--- config.mk ---
export PLATFORM = sky130hd
export DESIGN_NAME = trkodo_mac
export DESIGN_NICKNAME = d
export VERILOG_FILES = /design/src/design/trkodo_pkg.sv /design/src/design/trkodo_mac.sv
export SDC_FILE = /design/constraint.sdc
export NUM_CORES = 2
export LEC_CHECK = 0
export ABC_AREA = 1
export BUFFER_PORTS_ARGS = -buffer_cell sky130_fd_sc_hd__buf_2
export CAP_MARGIN = 20
export CORE_MARGIN = 3
export CORE_UTILIZATION = 60
export DETAILED_ROUTE_END_ITERATION = 7
export HOLD_SLACK_MARGIN = 0.03
export PLACE_DENSITY = 0.88
export SYNTH_ARGS = -nofsm -noshare
export SYNTH_HDL_FRONTEND = slang
export SYNTH_SLANG_ARGS = --single-unit
--- constraint.sdc ---
create_clock -name clk -period 2.9 [get_ports clk]
set_input_delay 0.58 -clock clk [delete_from_list [all_inputs] [get_ports clk]]
set_output_delay 0.58 -clock clk [all_outputs]
set_load 0.01 [all_outputs]
--- src/design/trkodo_pkg.sv ---
// trkodo_pkg: shared types, fixed-point constants and the arctangent table
// for the tracking wheel odometry block; depends on nothing else
`timescale 1ns / 1ps
`default_nettype none

package trkodo_pkg;

	localparam int CW  = 40;  // cordic datapath width
	localparam int MW  = 34;  // multiplier operand width
	localparam int PW  = 2 * MW;
	localparam int AW  = 80;  // accumulator width
	localparam int FW  = 45;  // chord factor width
	localparam int DVW = 64;  // divider dividend width
	localparam int DSW = 34;  // divider divisor width
	localparam int TW  = 48;  // rounded partial sum width

	localparam logic [29:0] GAIN_Q30 = 30'd652032874;
	localparam logic [17:0] PI_Q16   = 18'd205887;
	localparam logic [30:0] PI_Q29   = 31'd1686629713;

	localparam logic signed [AW-1:0] SAT_POS = AW'(64'sd2147483647);
	localparam logic signed [AW-1:0] SAT_NEG = -AW'(64'sd2147483648);

	localparam logic CMD_UPDATE   = 1'b0;
	localparam logic CMD_SET_POSE = 1'b1;

	localparam logic [2:0] REG_WHEEL_DIAMETER  = 3'd0;
	localparam logic [2:0] REG_SIDEWAYS_OFFSET = 3'd1;
	localparam logic [2:0] REG_FORWARD_OFFSET  = 3'd2;
	localparam logic [2:0] REG_START_X         = 3'd3;
	localparam logic [2:0] REG_START_Y         = 3'd4;
	localparam logic [2:0] REG_START_HEADING   = 3'd5;

	typedef struct packed {
		logic issue;
		logic clear;  // start a new sum
		logic hi;     // weight product by 2^32
	} mac_ctl_t;

	// arctangent of 2^-i in 2^32 units per turn
	function automatic logic [31:0] atan_turn(input logic [4:0] idx);
		logic [31:0] r;
		unique case (idx)
			5'd0:  r = 32'h20000000;
			5'd1:  r = 32'h12E4051E;
			5'd2:  r = 32'h09FB385B;
			5'd3:  r = 32'h051111D4;
			5'd4:  r = 32'h028B0D43;
			5'd5:  r = 32'h0145D7E1;
			5'd6:  r = 32'h00A2F61E;
			5'd7:  r = 32'h00517C55;
			5'd8:  r = 32'h0028BE53;
			5'd9:  r = 32'h00145F2F;
			5'd10: r = 32'h000A2F98;
			5'd11: r = 32'h000517CC;
			5'd12: r = 32'h00028BE6;
			5'd13: r = 32'h000145F3;
			5'd14: r = 32'h0000A2F9;
			5'd15: r = 32'h0000517C;
			5'd16: r = 32'h000028BE;
			5'd17: r = 32'h0000145F;
			5'd18: r = 32'h00000A2F;
			5'd19: r = 32'h00000517;
			5'd20: r = 32'h0000028B;
			5'd21: r = 32'h00000145;
			5'd22: r = 32'h000000A2;
			5'd23: r = 32'h00000051;
			5'd24: r = 32'h00000028;
			5'd25: r = 32'h00000014;
			5'd26: r = 32'h0000000A;
			5'd27: r = 32'h00000005;
			5'd28: r = 32'h00000002;
			5'd29: r = 32'h00000001;
			default: r = 32'h00000000;
		endcase
		return r;
	endfunction

	// round half up at a fixed binary point
	function automatic logic signed [AW-1:0] rnd_shift(input logic signed [AW-1:0] v,
			input int n);
		logic signed [AW-1:0] h;
		h = AW'(1) <<< (n - 1);
		return (v + h) >>> n;
	endfunction

endpackage

`default_nettype wire

--- src/design/trkodo_mac.sv ---
// trkodo_mac: shared signed multiply-accumulate unit, product registered
// before the accumulator; depends on trkodo_pkg
`timescale 1ns / 1ps
`default_nettype none

module trkodo_mac (
	input  wire                               clk,
	input  wire                               arst_n,
	input  trkodo_pkg::mac_ctl_t              ctl,
	input  wire logic signed [trkodo_pkg::MW-1:0] a,
	input  wire logic signed [trkodo_pkg::MW-1:0] b,
	output logic                              busy,
	output logic signed [trkodo_pkg::AW-1:0]  acc
);

	logic                             v_s1, clr_s1, hi_s1;
	logic signed [trkodo_pkg::PW-1:0] prod_s1;
	logic signed [trkodo_pkg::AW-1:0] acc_q;
	logic signed [trkodo_pkg::AW-1:0] ext;

	always_ff @(posedge clk or negedge arst_n) begin
		if (!arst_n) begin
			v_s1 <= 1'b0;
		end else begin
			v_s1 <= ctl.issue;
		end
	end

	always_ff @(posedge clk) begin
		clr_s1  <= ctl.clear;
		hi_s1   <= ctl.hi;
		prod_s1 <= a * b;
		if (v_s1) begin
			acc_q <= (clr_s1 ? '0 : acc_q) + (hi_s1 ? (ext <<< 32) : ext);
		end
	end

	assign ext  = trkodo_pkg::AW'(prod_s1);
	assign busy = v_s1;
	assign acc  = acc_q;

endmodule

`default_nettype wire

==> results.sh, run 1 <==
export IMPL_syn_nets=9628
export IMPL_synth_area_leader_cell="fa_1"
export IMPL_rows=113
export IMPL_cts_sinks=151
export IMPL_gr_usage_all_layers_pct=62.5
export IMPL_syn_inst=8030
export IMPL_worstEpCategory="sequential cell input"
export IMPL_synth_area_top_cells="fa_1 43%, inv_1 17%, nand2_1 16%, ha_1 6.1%, edfxtp_1 4.2%"
export IMPL_ys_warn_count=0
export IMPL_io_pins=154
export IMPL_grt_overflow=132
export IMPL_hpwl_mm=181
export IMPL_die_w_um=316
export IMPL_status="aborted with a tool error"
export IMPL_worst_endpoint="prod_s1[58]$_DFF_P_/D"
export IMPL_grt_max_degree=66
export IMPL_synth_ff_latch_count=151
export IMPL_netlist_area_leader_share_pct=43.2
export IMPL_tool_error="[ERROR GRT-0232] Routing congestion too high. Check the congestion heatmap in the GUI."
export IMPL_root_buffer="clkbuf_16"
export IMPL_clk_path_buf_depth=2
export IMPL_portBuffers=153
export IMPL_avgSynthCellArea_um2=7.17
export IMPL_stop_stage="5_1_grt"
export IMPL_die_height_um=316
export IMPL_initial_core_util_pct=60.5
export IMPL_syn_area_um2=57600
export IMPL_gp_congestion=1.05
export IMPL_cts_made_buffers=17
export IMPL_cts_htree_levels=4
export IMPL_ys_seq_area_share_pct=6.65
export IMPL_synth_cell_types=42
-- metrics by stage --
stage / worst slack, ns / setup TNS (ns) / instances / area [um^2]
detailed placement: -4.59 / -263.63 / 10090 / 68100
CTS: -3.68 / -205.53 / 10182 / 71600
global placement: -4.41 / -255.51 / 10090 / 68100
floorplan: -3.89 / -204.43 / 8030 / 59900
-- routing by layer --
metal  GRT overflow  global-route usage [%]
met1              5                    68.0
met2             70                    78.9
met3              3                    44.7
met4             54                    51.3
met5              0                    25.8
-- cells by family after synthesis --
logic type                 count (synthesis)  share of synthesized area (%)
DFF                                      151                           6.65
adders and majority gates               1525                           49.3
AOI/OAI and AO/OA                        256                           2.38
buffers and inverters                   2869                           18.7
xor gates and xnor gates                  78                           1.19
and+or+nand+nor                         3151                           21.8
-- synthesized netlist by cell type, drive strengths merged --
cell type,instances
inv,2571
nand2,2478
fa,1242
nor2,440
clkbuf,286
ha,283
a21oi,134
nand3,127
o21ai,95
edfxtp,80
dfxtp,70
xor2,67
nand4,48
nor3,33
o21bai,19
xnor2,11
or2,9
buf,7
nor4,6
clkinv,5
nand3b,5
a21o,3
and2,3
a21boi,2
o211ai,2
and3,1
dfrtp,1
nand2b,1
o21a,1
-- what timing repair did --
action | 4_1_cts
pin swaps | 226
resized for setup | 672
endpoints found under the setup margin | 111
cloned | 13
hold buffers | 1
setup buffers | 46
hold endpoints to repair | 1
==> run 2, diff against run 1 <==
CORE_UTILIZATION = 40   (was 60)
HOLD_SLACK_MARGIN = default   (was 0.03)
PLACE_DENSITY = default   (was 0.88)
PLACE_DENSITY_LB_ADDON = 0.15   (was default)
clock period = 3.77 ns   (was 2.9 ns; I/O delays follow)
==> run 2 against run 1 <==
Net effect: the flow now finishes, with violations (setup timing); synthesized cell count unchanged; area after synthesis unchanged.
==> results.sh, run 2 <==
export IMPL_status="finished with violations"
export IMPL_violations="setup timing"
export IMPL_root_buffer="clkbuf_16"
export IMPL_die_height_um=385
export IMPL_crit_family="adder cells"
export IMPL_worstPathMaxFanout=8
export IMPL_detail_route_wl_per_cell_um=19.8
export IMPL_via_count=49917
export IMPL_grt_antenna_before_repair=4
export IMPL_syn_inst=8030
export IMPL_skew_ns=0.0268
export IMPL_grt_setup_unrepaired="true"
export IMPL_rows=138
export IMPL_hpwl_mm=183
export IMPL_synth_edf_count=80
export IMPL_cap_violations=0
export IMPL_viasPerCell=4.70
export IMPL_relSlewSlack_pct=57.8
export IMPL_drc=0
export IMPL_place_ws_ns=-3.86
export IMPL_avgSynthCellArea_um2=7.17
export IMPL_ys_seq_area_share_pct=6.65
export IMPL_synth_async_reset_ratio_pct=0.662
export IMPL_period_minus_slack_ns=6.70
export IMPL_final_cell_mix="2424 x inv_1, 2250 x nand2_1, 1167 x fa_1, 638 x buf_4, 314 x nor2_1"
export IMPL_fin_tns_setup_ns=-159.32
export IMPL_portBuffers=153
export IMPL_grt_max_degree=60
export IMPL_cts_sinks=151
export IMPL_io_pins=154
export IMPL_cts_tree="yes"
export IMPL_cts_made_buffers=17
export IMPL_synth_ff_type="edfxtp_1"
export IMPL_setup_viol=63
export IMPL_cts_htree_levels=4
export IMPL_clk_path_buf_depth=2
export IMPL_max_stage_delay_ns=0.70
export IMPL_routed_wl_mm=211
export IMPL_syn_to_final_growth_pct=25.0
export IMPL_crit_path_top_delay_cell="fa_2"
export IMPL_max_freq_mhz=149
export IMPL_finalHoldViolations=0
export IMPL_drtIter0Drc=3684
export IMPL_required_ns=4.16
export IMPL_drt_pass1_iterations=5
export IMPL_fin_hold_ws_ns=0.341
export IMPL_synth_top_cells_by_count="2555 x inv_1, 2443 x nand2_1, 1242 x fa_1, 405 x nor2_1, 286 x clkbuf_1"
export IMPL_worstMarginPinSlew_ns=0.630
export IMPL_syn_nets=9628
export IMPL_cp_arrival_ns=7.09
export IMPL_cts_clk_slew_worst_paths_ns=0.08
export IMPL_syn_area_um2=57600
export IMPL_synth_most_common_cell="inv_1"
export IMPL_final_nets=10322
export IMPL_die_area_um2=149000
export IMPL_synth_area_leader_cell="fa_1"
export IMPL_start_kind="input pin"
export IMPL_ys_warn_count=0
export IMPL_drive_above_1_share_pct=20.8
export IMPL_die_w_um=385
export IMPL_final_common_cell="inv_1"
export IMPL_slew_viol_final=0
export IMPL_critPathCaptureType="register"
export IMPL_setup_ws_ns=-2.93
export IMPL_core_area_um2=142000
export IMPL_ant_nets=0
export IMPL_critical_path_class="input pin to register"
export IMPL_synth_cell_types=42
export IMPL_gp_congestion=1.00
export IMPL_gr_usage_all_layers_pct=28.8
export IMPL_holdCritPathClass="input pin to register"
export IMPL_first_global_vias=52714
export IMPL_grt_pass1_wl_mm=318
export IMPL_netlist_area_leader_share_pct=43.2
export IMPL_clk_latency_ns=0.51
export IMPL_grt_overflow=0
export IMPL_critPathBufInv=7
export IMPL_period_share_pct=178
export IMPL_initial_core_util_pct=40.5
export IMPL_largest_register_ffs=80
export IMPL_synth_ff_latch_count=151
export IMPL_synth_area_top_cells="fa_1 43%, inv_1 17%, nand2_1 16%, ha_1 6.1%, edfxtp_1 4.2%"
-- run 2: cell counts after synthesis --
Identical to the previous run, type by type.
-- run 2: timing repair --
item	4_1_cts	5_1_grt
resized for setup	540	375
setup buffers	40	28
hold endpoints to repair	1	0
hold buffers	1	0
setup endpoints to repair	63	70
gates cloned	9	6
pin swaps	193	215
-- run 2: cell families (layout without fill, tap and decap cells) --
| logic type | after synthesis | after routing | share of synthesized area, % |
|---|---|---|---|
| adders and majority gates | 1525 | 1525 | 49.3 |
| DFF | 151 | 151 | 6.65 |
| AOI/OAI and AO/OA | 256 | 256 | 2.38 |
| and+or+nand+nor | 3151 | 3151 | 21.8 |
| other | 0 | 1 | 0 |
| buffers and inverters | 2869 | 3576 | 18.7 |
| xor gates and xnor gates | 78 | 78 | 1.19 |
-- run 2: metrics by stage --
stage	std cells	cell area [um^2]	util, %
3_3_place_gp	10514	67300	47.3
3_5_place_dp	10514	67300	47.3
6_report	10628	72000	50.6
4_1_cts	10595	70400	49.5
2_1_floorplan	8030	59800	-
5_1_grt	10627	72000	50.6
-- run 2: cell type report --
| class | count | area (um^2) |
|---|---|---|
| well taps | 1890 | 2360 |
| fillers | 14149 | 70300 |
| repair buffers | 968 | 9070 |
| flip-flops and latches | 151 | 3830 |
| inverters | 2576 | 9700 |
| multi-input cells | 5010 | 46400 |
| clock buffers | 21 | 440 |
| clock inverters | 11 | 198 |
| diodes | 1 | 2.50 |
-- run 2: path summary, 6_finish.rpt --
kind,from,cells after the start,slack [ns],to
min in group asynchronous,arst_n,2,0.55,busy$_DFF_PN0_
worst max-delay path,a[33],25,-2.93,prod_s1[63]$_DFF_P_
max in group asynchronous,arst_n,2,3.13,busy$_DFF_PN0_
worst max register to register,hi_s1$_DFF_P_,17,0.07,acc[77]$_DFFE_PP_
worst min register to register,clr_s1$_DFF_P_,2,0.72,acc[0]$_DFFE_PP_
worst min-delay path,ctl[0],1,0.34,hi_s1$_DFF_P_
-- run 2: layer usage --
metal	vias to the layer above	routed length, um	global-route usage [%]
li1	23640	-	-
met1	24679	95300	40.8
met2	1370	94000	45.6
met3	228	15700	5.42
met4	0	5530	6.66
met5	-	0	0
Power of run 2 is left out: the tool's default activity adds up to more than one toggle a clock period on the data nets, which glitch-free logic cannot reach.
