===== src/design/trkodo_pkg.sv =====
// trkodo_pkg: shared types, fixed-point constants and the arctangent table
// for the tracking wheel odometry block; depends on nothing else
`timescale 1ns / 1ps
`default_nettype none

package trkodo_pkg;

	localparam int CW  = 40;  // cordic datapath width
	localparam int MW  = 34;  // multiplier operand width
	localparam int PW  = 2 * MW;
	localparam int AW  = 80;  // accumulator width
	localparam int FW  = 45;  // chord factor width
	localparam int DVW = 64;  // divider dividend width
	localparam int DSW = 34;  // divider divisor width
	localparam int TW  = 48;  // rounded partial sum width

	localparam logic [29:0] GAIN_Q30 = 30'd652032874;
	localparam logic [17:0] PI_Q16   = 18'd205887;
	localparam logic [30:0] PI_Q29   = 31'd1686629713;

	localparam logic signed [AW-1:0] SAT_POS = AW'(64'sd2147483647);
	localparam logic signed [AW-1:0] SAT_NEG = -AW'(64'sd2147483648);

	localparam logic CMD_UPDATE   = 1'b0;
	localparam logic CMD_SET_POSE = 1'b1;

	localparam logic [2:0] REG_WHEEL_DIAMETER  = 3'd0;
	localparam logic [2:0] REG_SIDEWAYS_OFFSET = 3'd1;
	localparam logic [2:0] REG_FORWARD_OFFSET  = 3'd2;
	localparam logic [2:0] REG_START_X         = 3'd3;
	localparam logic [2:0] REG_START_Y         = 3'd4;
	localparam logic [2:0] REG_START_HEADING   = 3'd5;

	typedef struct packed {
		logic issue;
		logic clear;  // start a new sum
		logic hi;     // weight product by 2^32
	} mac_ctl_t;

	// arctangent of 2^-i in 2^32 units per turn
	function automatic logic [31:0] atan_turn(input logic [4:0] idx);
		logic [31:0] r;
		unique case (idx)
			5'd0:  r = 32'h20000000;
			5'd1:  r = 32'h12E4051E;
			5'd2:  r = 32'h09FB385B;
			5'd3:  r = 32'h051111D4;
			5'd4:  r = 32'h028B0D43;
			5'd5:  r = 32'h0145D7E1;
			5'd6:  r = 32'h00A2F61E;
			5'd7:  r = 32'h00517C55;
			5'd8:  r = 32'h0028BE53;
			5'd9:  r = 32'h00145F2F;
			5'd10: r = 32'h000A2F98;
			5'd11: r = 32'h000517CC;
			5'd12: r = 32'h00028BE6;
			5'd13: r = 32'h000145F3;
			5'd14: r = 32'h0000A2F9;
			5'd15: r = 32'h0000517C;
			5'd16: r = 32'h000028BE;
			5'd17: r = 32'h0000145F;
			5'd18: r = 32'h00000A2F;
			5'd19: r = 32'h00000517;
			5'd20: r = 32'h0000028B;
			5'd21: r = 32'h00000145;
			5'd22: r = 32'h000000A2;
			5'd23: r = 32'h00000051;
			5'd24: r = 32'h00000028;
			5'd25: r = 32'h00000014;
			5'd26: r = 32'h0000000A;
			5'd27: r = 32'h00000005;
			5'd28: r = 32'h00000002;
			5'd29: r = 32'h00000001;
			default: r = 32'h00000000;
		endcase
		return r;
	endfunction

	// round half up at a fixed binary point
	function automatic logic signed [AW-1:0] rnd_shift(input logic signed [AW-1:0] v,
			input int n);
		logic signed [AW-1:0] h;
		h = AW'(1) <<< (n - 1);
		return (v + h) >>> n;
	endfunction

endpackage

`default_nettype wire


===== src/design/trkodo_div.sv =====
// trkodo_div: restoring unsigned divider, one quotient bit a cycle;
// depends on trkodo_pkg for widths
`timescale 1ns / 1ps
`default_nettype none

module trkodo_div (
	input  wire                             clk,
	input  wire                             arst_n,
	input  wire                             start,
	input  wire [trkodo_pkg::DVW-1:0]       dividend,
	input  wire [trkodo_pkg::DSW-1:0]       divisor,
	output logic                            done,
	output logic [trkodo_pkg::FW-1:0]       quot
);

	localparam int CNW = $clog2(trkodo_pkg::DVW);

	logic                         run_q, done_q;
	logic [CNW-1:0]               cnt_q;
	logic [trkodo_pkg::DSW-1:0]   rem_q, dsr_q;
	logic [trkodo_pkg::DVW-1:0]   quo_q;
	logic [trkodo_pkg::DSW:0]     trial, diff;
	logic                         fits;

	assign trial = {rem_q, quo_q[trkodo_pkg::DVW-1]};
	assign diff  = trial - {1'b0, dsr_q};
	assign fits  = trial >= {1'b0, dsr_q};

	always_ff @(posedge clk or negedge arst_n) begin
		if (!arst_n) begin
			run_q  <= 1'b0;
			done_q <= 1'b0;
			cnt_q  <= '0;
		end else begin
			done_q <= 1'b0;
			if (start) begin
				run_q <= 1'b1;
				cnt_q <= '0;
			end else if (run_q) begin
				cnt_q <= cnt_q + 1'b1;
				if (cnt_q == CNW'(trkodo_pkg::DVW - 1)) begin
					run_q  <= 1'b0;
					done_q <= 1'b1;
				end
			end
		end
	end

	always_ff @(posedge clk) begin
		if (start) begin
			rem_q <= '0;
			dsr_q <= divisor;
			quo_q <= dividend;
		end else if (run_q) begin
			rem_q <= fits ? diff[trkodo_pkg::DSW-1:0] : trial[trkodo_pkg::DSW-1:0];
			quo_q <= {quo_q[trkodo_pkg::DVW-2:0], fits};
		end
	end

	assign done = done_q;
	assign quot = quo_q[trkodo_pkg::FW-1:0];

endmodule

`default_nettype wire


===== config.mk =====
export PLATFORM = sky130hd
export DESIGN_NAME = trkodo_div
export DESIGN_NICKNAME = d
export VERILOG_FILES = /design/src/design/trkodo_pkg.sv /design/src/design/trkodo_div.sv
export SDC_FILE = /design/constraint.sdc
export NUM_CORES = 1
export LEC_CHECK = 0
export BUFFER_PORTS_ARGS = -buffer_cell sky130_fd_sc_hd__buf_2
export CAP_MARGIN = 30
export CORE_MARGIN = 2
export CORE_UTILIZATION = 30
export DETAILED_ROUTE_END_ITERATION = 10
export PLACE_DENSITY = 0.59
export SKIP_CTS_REPAIR_TIMING = 1
export SLEW_MARGIN = 20
export SYNTH_ARGS = -nofsm -noshare
export SYNTH_HDL_FRONTEND = slang
export SYNTH_SLANG_ARGS = --single-unit

===== constraint.sdc =====
create_clock -name clk -period 3.84 [get_ports clk]
set_clock_uncertainty 0.1 [all_clocks]
set_input_delay 0.576 -clock clk [delete_from_list [all_inputs] [get_ports clk]]
set_output_delay 0.576 -clock clk [all_outputs]
set_load 0.005 [all_outputs]

After elaboration in Yosys (flattened, before gate mapping)
Index checks and enable logic that the tools add are counted.
W data, S select, Z words.
- register bits: 140
- bits in latches: 0
- memory bits (writable): 0
- ROM bits: 0
- bits of input ports: 101
- output and inout bits: 46
- word-level logic and storage cells: 22
- memories: 0
- $add $sub $neg: 2
- multipliers: 0
- div/mod/pow operators: 0
- $lt $le $gt $ge: 1
- equal/unequal tests: 1
- shift-type cells: 0
- multiplexer cells: 11
- bitwise logic cells: 0
- reductions and logical operators: 1
- operator list (kind ; number):
    $mux W64 ; 2
    $ge A35 B34 Y1 ; 1
    $mux W34 ; 1
    $sub A34 B34 Y34 ; 1
    $mux W6 ; 2
    $add A6 B1 Y6 const B ; 1
    $eq A6 B6 Y1 const B ; 1
    $mux W1 ; 6
    $reduce_bool A2 Y1 ; 1

Depth between registers and ports, before layout
- depth after elaboration: 4
- mapped depth: 14

Least setup slack after synthesis
OpenSTA, ideal clock, no wires.
- path type: reg-to-reg
- start: register quo_q[63] (netlist bit)
- end: register rem_q[20] (netlist bit)
- arrival time: 2557 ps
- data required time: 3654 ps
- path slack: 1097 ps
- stages on the path, launching flop included: 14
- buffers on the path: 0
- cell sequence: edfxtp_1 inv_1 ha_1 inv_1 fa_1 a21oi_1 o211ai_1 o21ai_0 o21a_1 o21ai_0 a31oi_1 xnor2_1 mux2i_1 a211oi_1
- longest elaborated chain between the ends: 2
- RTL lines (item ; line ; text):
    start: declaration ; trkodo_div.sv:21 ; logic [trkodo_pkg::DVW-1:0] quo_q;
    start signal: assignment ; trkodo_div.sv:53 ; quo_q <= dividend;
    start signal: assignment ; trkodo_div.sv:56 ; quo_q <= {quo_q[trkodo_pkg::DVW-2:0], fits};
    $sub A34 B34 Y34 / $ge A35 B34 Y1 (equally long branches) ; trkodo_div.sv:26, trkodo_div.sv:27 ;
    $mux W34 (*) ; trkodo_div.sv:55 ; rem_q <= fits ? diff[trkodo_pkg::DSW-1:0] : trial[trkodo_pkg::DSW-1:0];
    end signal: assignment ; trkodo_div.sv:55 ;
    end: declaration ; trkodo_div.sv:20 ; logic [trkodo_pkg::DSW-1:0] rem_q, dsr_q;
Mark *: on every way between the ends. The rest lies on a longest branch, timed or not.
A chain may end at the register's enable or synchronous reset.

Worst setup path in the final report
- start: register dsr_q[12] (netlist bit)
- end: register rem_q[12] (netlist bit)
- longest elaborated chain between the ends: 2
- RTL lines (item ; line ; text):
    start: declaration ; trkodo_div.sv:20 ;
    start signal: assignment ; trkodo_div.sv:52 ; dsr_q <= divisor;
    $sub A34 B34 Y34 / $ge A35 B34 Y1 (equally long branches) ; trkodo_div.sv:26, trkodo_div.sv:27 ;
    $mux W34 (*) ; trkodo_div.sv:55 ;
Marked as above.

==> out/results.txt <==
Status: finished clean
Bufs and invs on worst path: 2
Most frequent cell after synthesis: edfxtp_1
Vias per inst: 4.760
Routed WL: 17,540 microns
Initial antenna violation count: 1
Num Clock Sinks: 140
DRC violations left: 0
Area added between synthesis and finish: 17.08%
I/O pins: 147
First-pass GRT wire length: 28,290 microns
Final Hold Viols: 0
Initial Utilization: 0.3066
DR WL/cell: 15.37 microns
Maximum root-to-sink buffer count: 2
Final layout net count: 935
Slew headroom: 0.5239
Arrival time worst endpoint: 3.54 ns
Util after Layout: 0.3590
Total die area: 0.02719 sq mm
Share of flip-flops with an asynchronous set or reset: 0.05714
Diode count: 0
Synth Instances: 699
Synthesized area per cell: 11.11 sq um
CTS clk-pin slew, worst paths: 0.07 ns
Top FF cell, synth: edfxtp_1
Number of flops mapped to enable cells by yosys: 98
Power per cell area: 660.8 mW/mm^2
Clock power share: 0.271
Crit Path Category: register to register
Sequential power share: 0.351
R2R Path End: rem_q[12]
Combinational share of power: 0.378
Die Span X: 164.9 microns
Worst Hold Path EP: dsr_q[31]
Worst Setup SP: dsr_q[12]
Minimum clock period: 3.364 ns
Cells on worst reg2reg path: 11
Row cnt: 58
Global route overflow: 0
Number of endpoints failing setup at the final stage: 0
Count of unique library cells instantiated by Yosys: 63
Internal reg-to-reg setup slack: 0.48 ns
LEAKAGE: 4.018 nW
Cell mode on critical path: a211oi_1
Max-slew violation count: 0
CP endpoint kind: register
Cell Chain, Critical Path: inv_1, ha_1, a21oi_1, nor2_1, a211oi_1, o211ai_2, a211oi_1, o21ba_2, buf_4, mux2i_1, a211oi_1
Initial drt markers: 174
H-tree Lvls: 4
Worst path top cell family by delay: compound AO/OA/AOI/OAI gates
CORE AREA: 0.02533 sq mm
Largest net degree at the start of global routing: 100
IO buf count: 146
TritonCTS Buffers: 17
Sw frac: 0.3657
#FFs+latches synth: 140
Post-route ant nets: 0
Worst flop-to-flop path startpoint: dsr_q[12]
Largest cells by area after synthesis: edfxtp_1, mux2_2, dfxtp_1, ha_1, buf_4
Worst-skew pair later-pin latency: 0.44 ns
CP max stage delay: 0.60 ns
Switching pwr: 2.197 mW
Levels on crit path: 11
Gr usage total: 0.1336
Die Y: 164.9 microns
Mapped Area: 0.007765 sq mm
Worst hold stages: 1
Root buf cell: clkbuf_16
Data required, critical path: 4.01 ns
DRT Pass-1 Iters: 4
Leading area contributor after synthesis: edfxtp_1
Vias: 5,431
Peak VDD IR: 226.1 uV
Layout cell share with drive strength beyond 1: 0.3194
Hold/Removal Path Class: primary input to register
Worst Max-Slew Pin Slew: 0.7141 ns
Placer congestion estimate: 0.8322
Mapped Nets: 836
Final Cycle Share: 0.8760
Vias in the first global route: 5,470
Yosys top cell area share: 0.3790
Hold Path Origin: divisor[31]
RSZ-0062 raised after global routing: no
Yosys warnings: 0
Fmax: 297.3 MHz
Internal: 3.811 mW
Filler instances: 2,517
Synth cell count leaders: edfxtp_1, nor2_1, mux2_2
Crit start category: register
Crit path max fanout: 23
Setup TNS: 0 ns
Part of the Yosys area used for sequential elements: 0.4924
HPWL after DPL: 12,610 microns
Max-capacitance violation count: 0
CTS tree: done
CP max-delay cell: o21ba_2
-- through the flow --
| step | hold WS [ns] | cells | cell area, sq um | setup WS (ns) | power, mW |
|---|---|---|---|---|---|
| 2_1_floorplan | 0.1804 | 699 | 7765 | 1.097 | 3.966 |
| 3_3_place_gp | 0.3320 | 1108 | 8508 | 0.6263 | 4.385 |
| 3_5_place_dp | 0.3305 | 1108 | 8508 | 0.5182 | 4.394 |
| 4_1_cts | -0.1343 | 1140 | 9081 | 0.4728 | 6.062 |
| 5_1_grt | 0.1968 | 1141 | 9091 | 0.2067 | 6.419 |
| 6_report | 0.2132 | 1141 | 9091 | 0.4763 | 6.008 |
-- placed cells by master, fill, tap and decap left out, types with 3 or more instances in the layout --
cell / instances
inv_8: 6
a211oi_1: 27
inv_6: 5
nor2b_1: 4
o21ai_1: 4
mux2i_1: 20
mux2_2: 63
nor2_1: 68
nand4_1: 8
nor4_1: 4
nand2_1: 28
a311oi_1: 4
buf_2: 145
o21ai_0: 11
xor2_1: 11
ha_1: 35
or3_1: 3
dfxtp_1: 34
edfxtp_1: 98
o21bai_1: 5
nand2b_1: 4
a21o_1: 16
buf_4: 7
a221oi_1: 3
inv_1: 45
a211o_1: 3
dfrtp_1: 7
and3_1: 3
nand3_1: 11
xnor2_1: 20
nor3_1: 4
clkbuf_16: 17
a21oi_1: 41
-- worst max-delay path by stage --
| stage | endpoint |
|---|---|
| final | rem_q[12] |
| after global routing | rem_q[19] |
| after CTS | rem_q[12] |
| after detailed placement | rem_q[12] |
| after global placement | rem_q[21] |
| after floorplan | rem_q[20] |
-- per-layer routing --
metal	up-vias	routed length [microns]	GRT usage
met3	13	1325	0.05198
met5	-	13	0
met4	2	173	0.04190
met2	157	8000	0.2111
met1	2555	8028	0.1682
li1	2704	-	-
-- registers in the layout (all words and copies together) (netlist names) --
register  cells
run_q         1
done          1
rem_q        34
dsr_q        34
quo_q        64
cnt_q         6
-- power groups by stage --
| stage | Clock (mW) | Combinational (mW) | Sequential (mW) |
|---|---|---|---|
| detailed placement | 0 | 2.26 | 2.14 |
| global placement | 0 | 2.25 | 2.14 |
| finish | 1.63 | 2.27 | 2.11 |
| floorplan | 0 | 1.89 | 2.07 |
| global route | 1.74 | 2.54 | 2.14 |
| CTS | 1.68 | 2.27 | 2.11 |
-- cell families (layout without fill, tap and decap cells) --
kind of cell             after synthesis  count (layout)  share of synthesized area
AND/OR/NAND/NOR                      149             149                    0.08975
buffers and inverters                120             232                    0.08266
flip-flops                           140             140                     0.4924
AO/OA/AOI/OAI                        139             139                     0.1226
XOR/XNOR                              31              31                    0.03497
multiplexers                          84              84                     0.1186
adder cells (fa/ha/maj)               36              36                    0.05898
-- cell type report --
type                            instances  area, sq um  area share
Clock inverter                         14        143.9     0.01583
Inverter                               46        172.7     0.01899
Sequential cell                       140         3825      0.4207
Tap cell                              330        412.9     0.04542
Timing Repair Buffer                  154        808.3     0.08891
Clock buffer                           18        429.2     0.04721
Multi-Input combinational cell        439         3299      0.3629
Note: power is estimated with default switching activity, not from simulation.
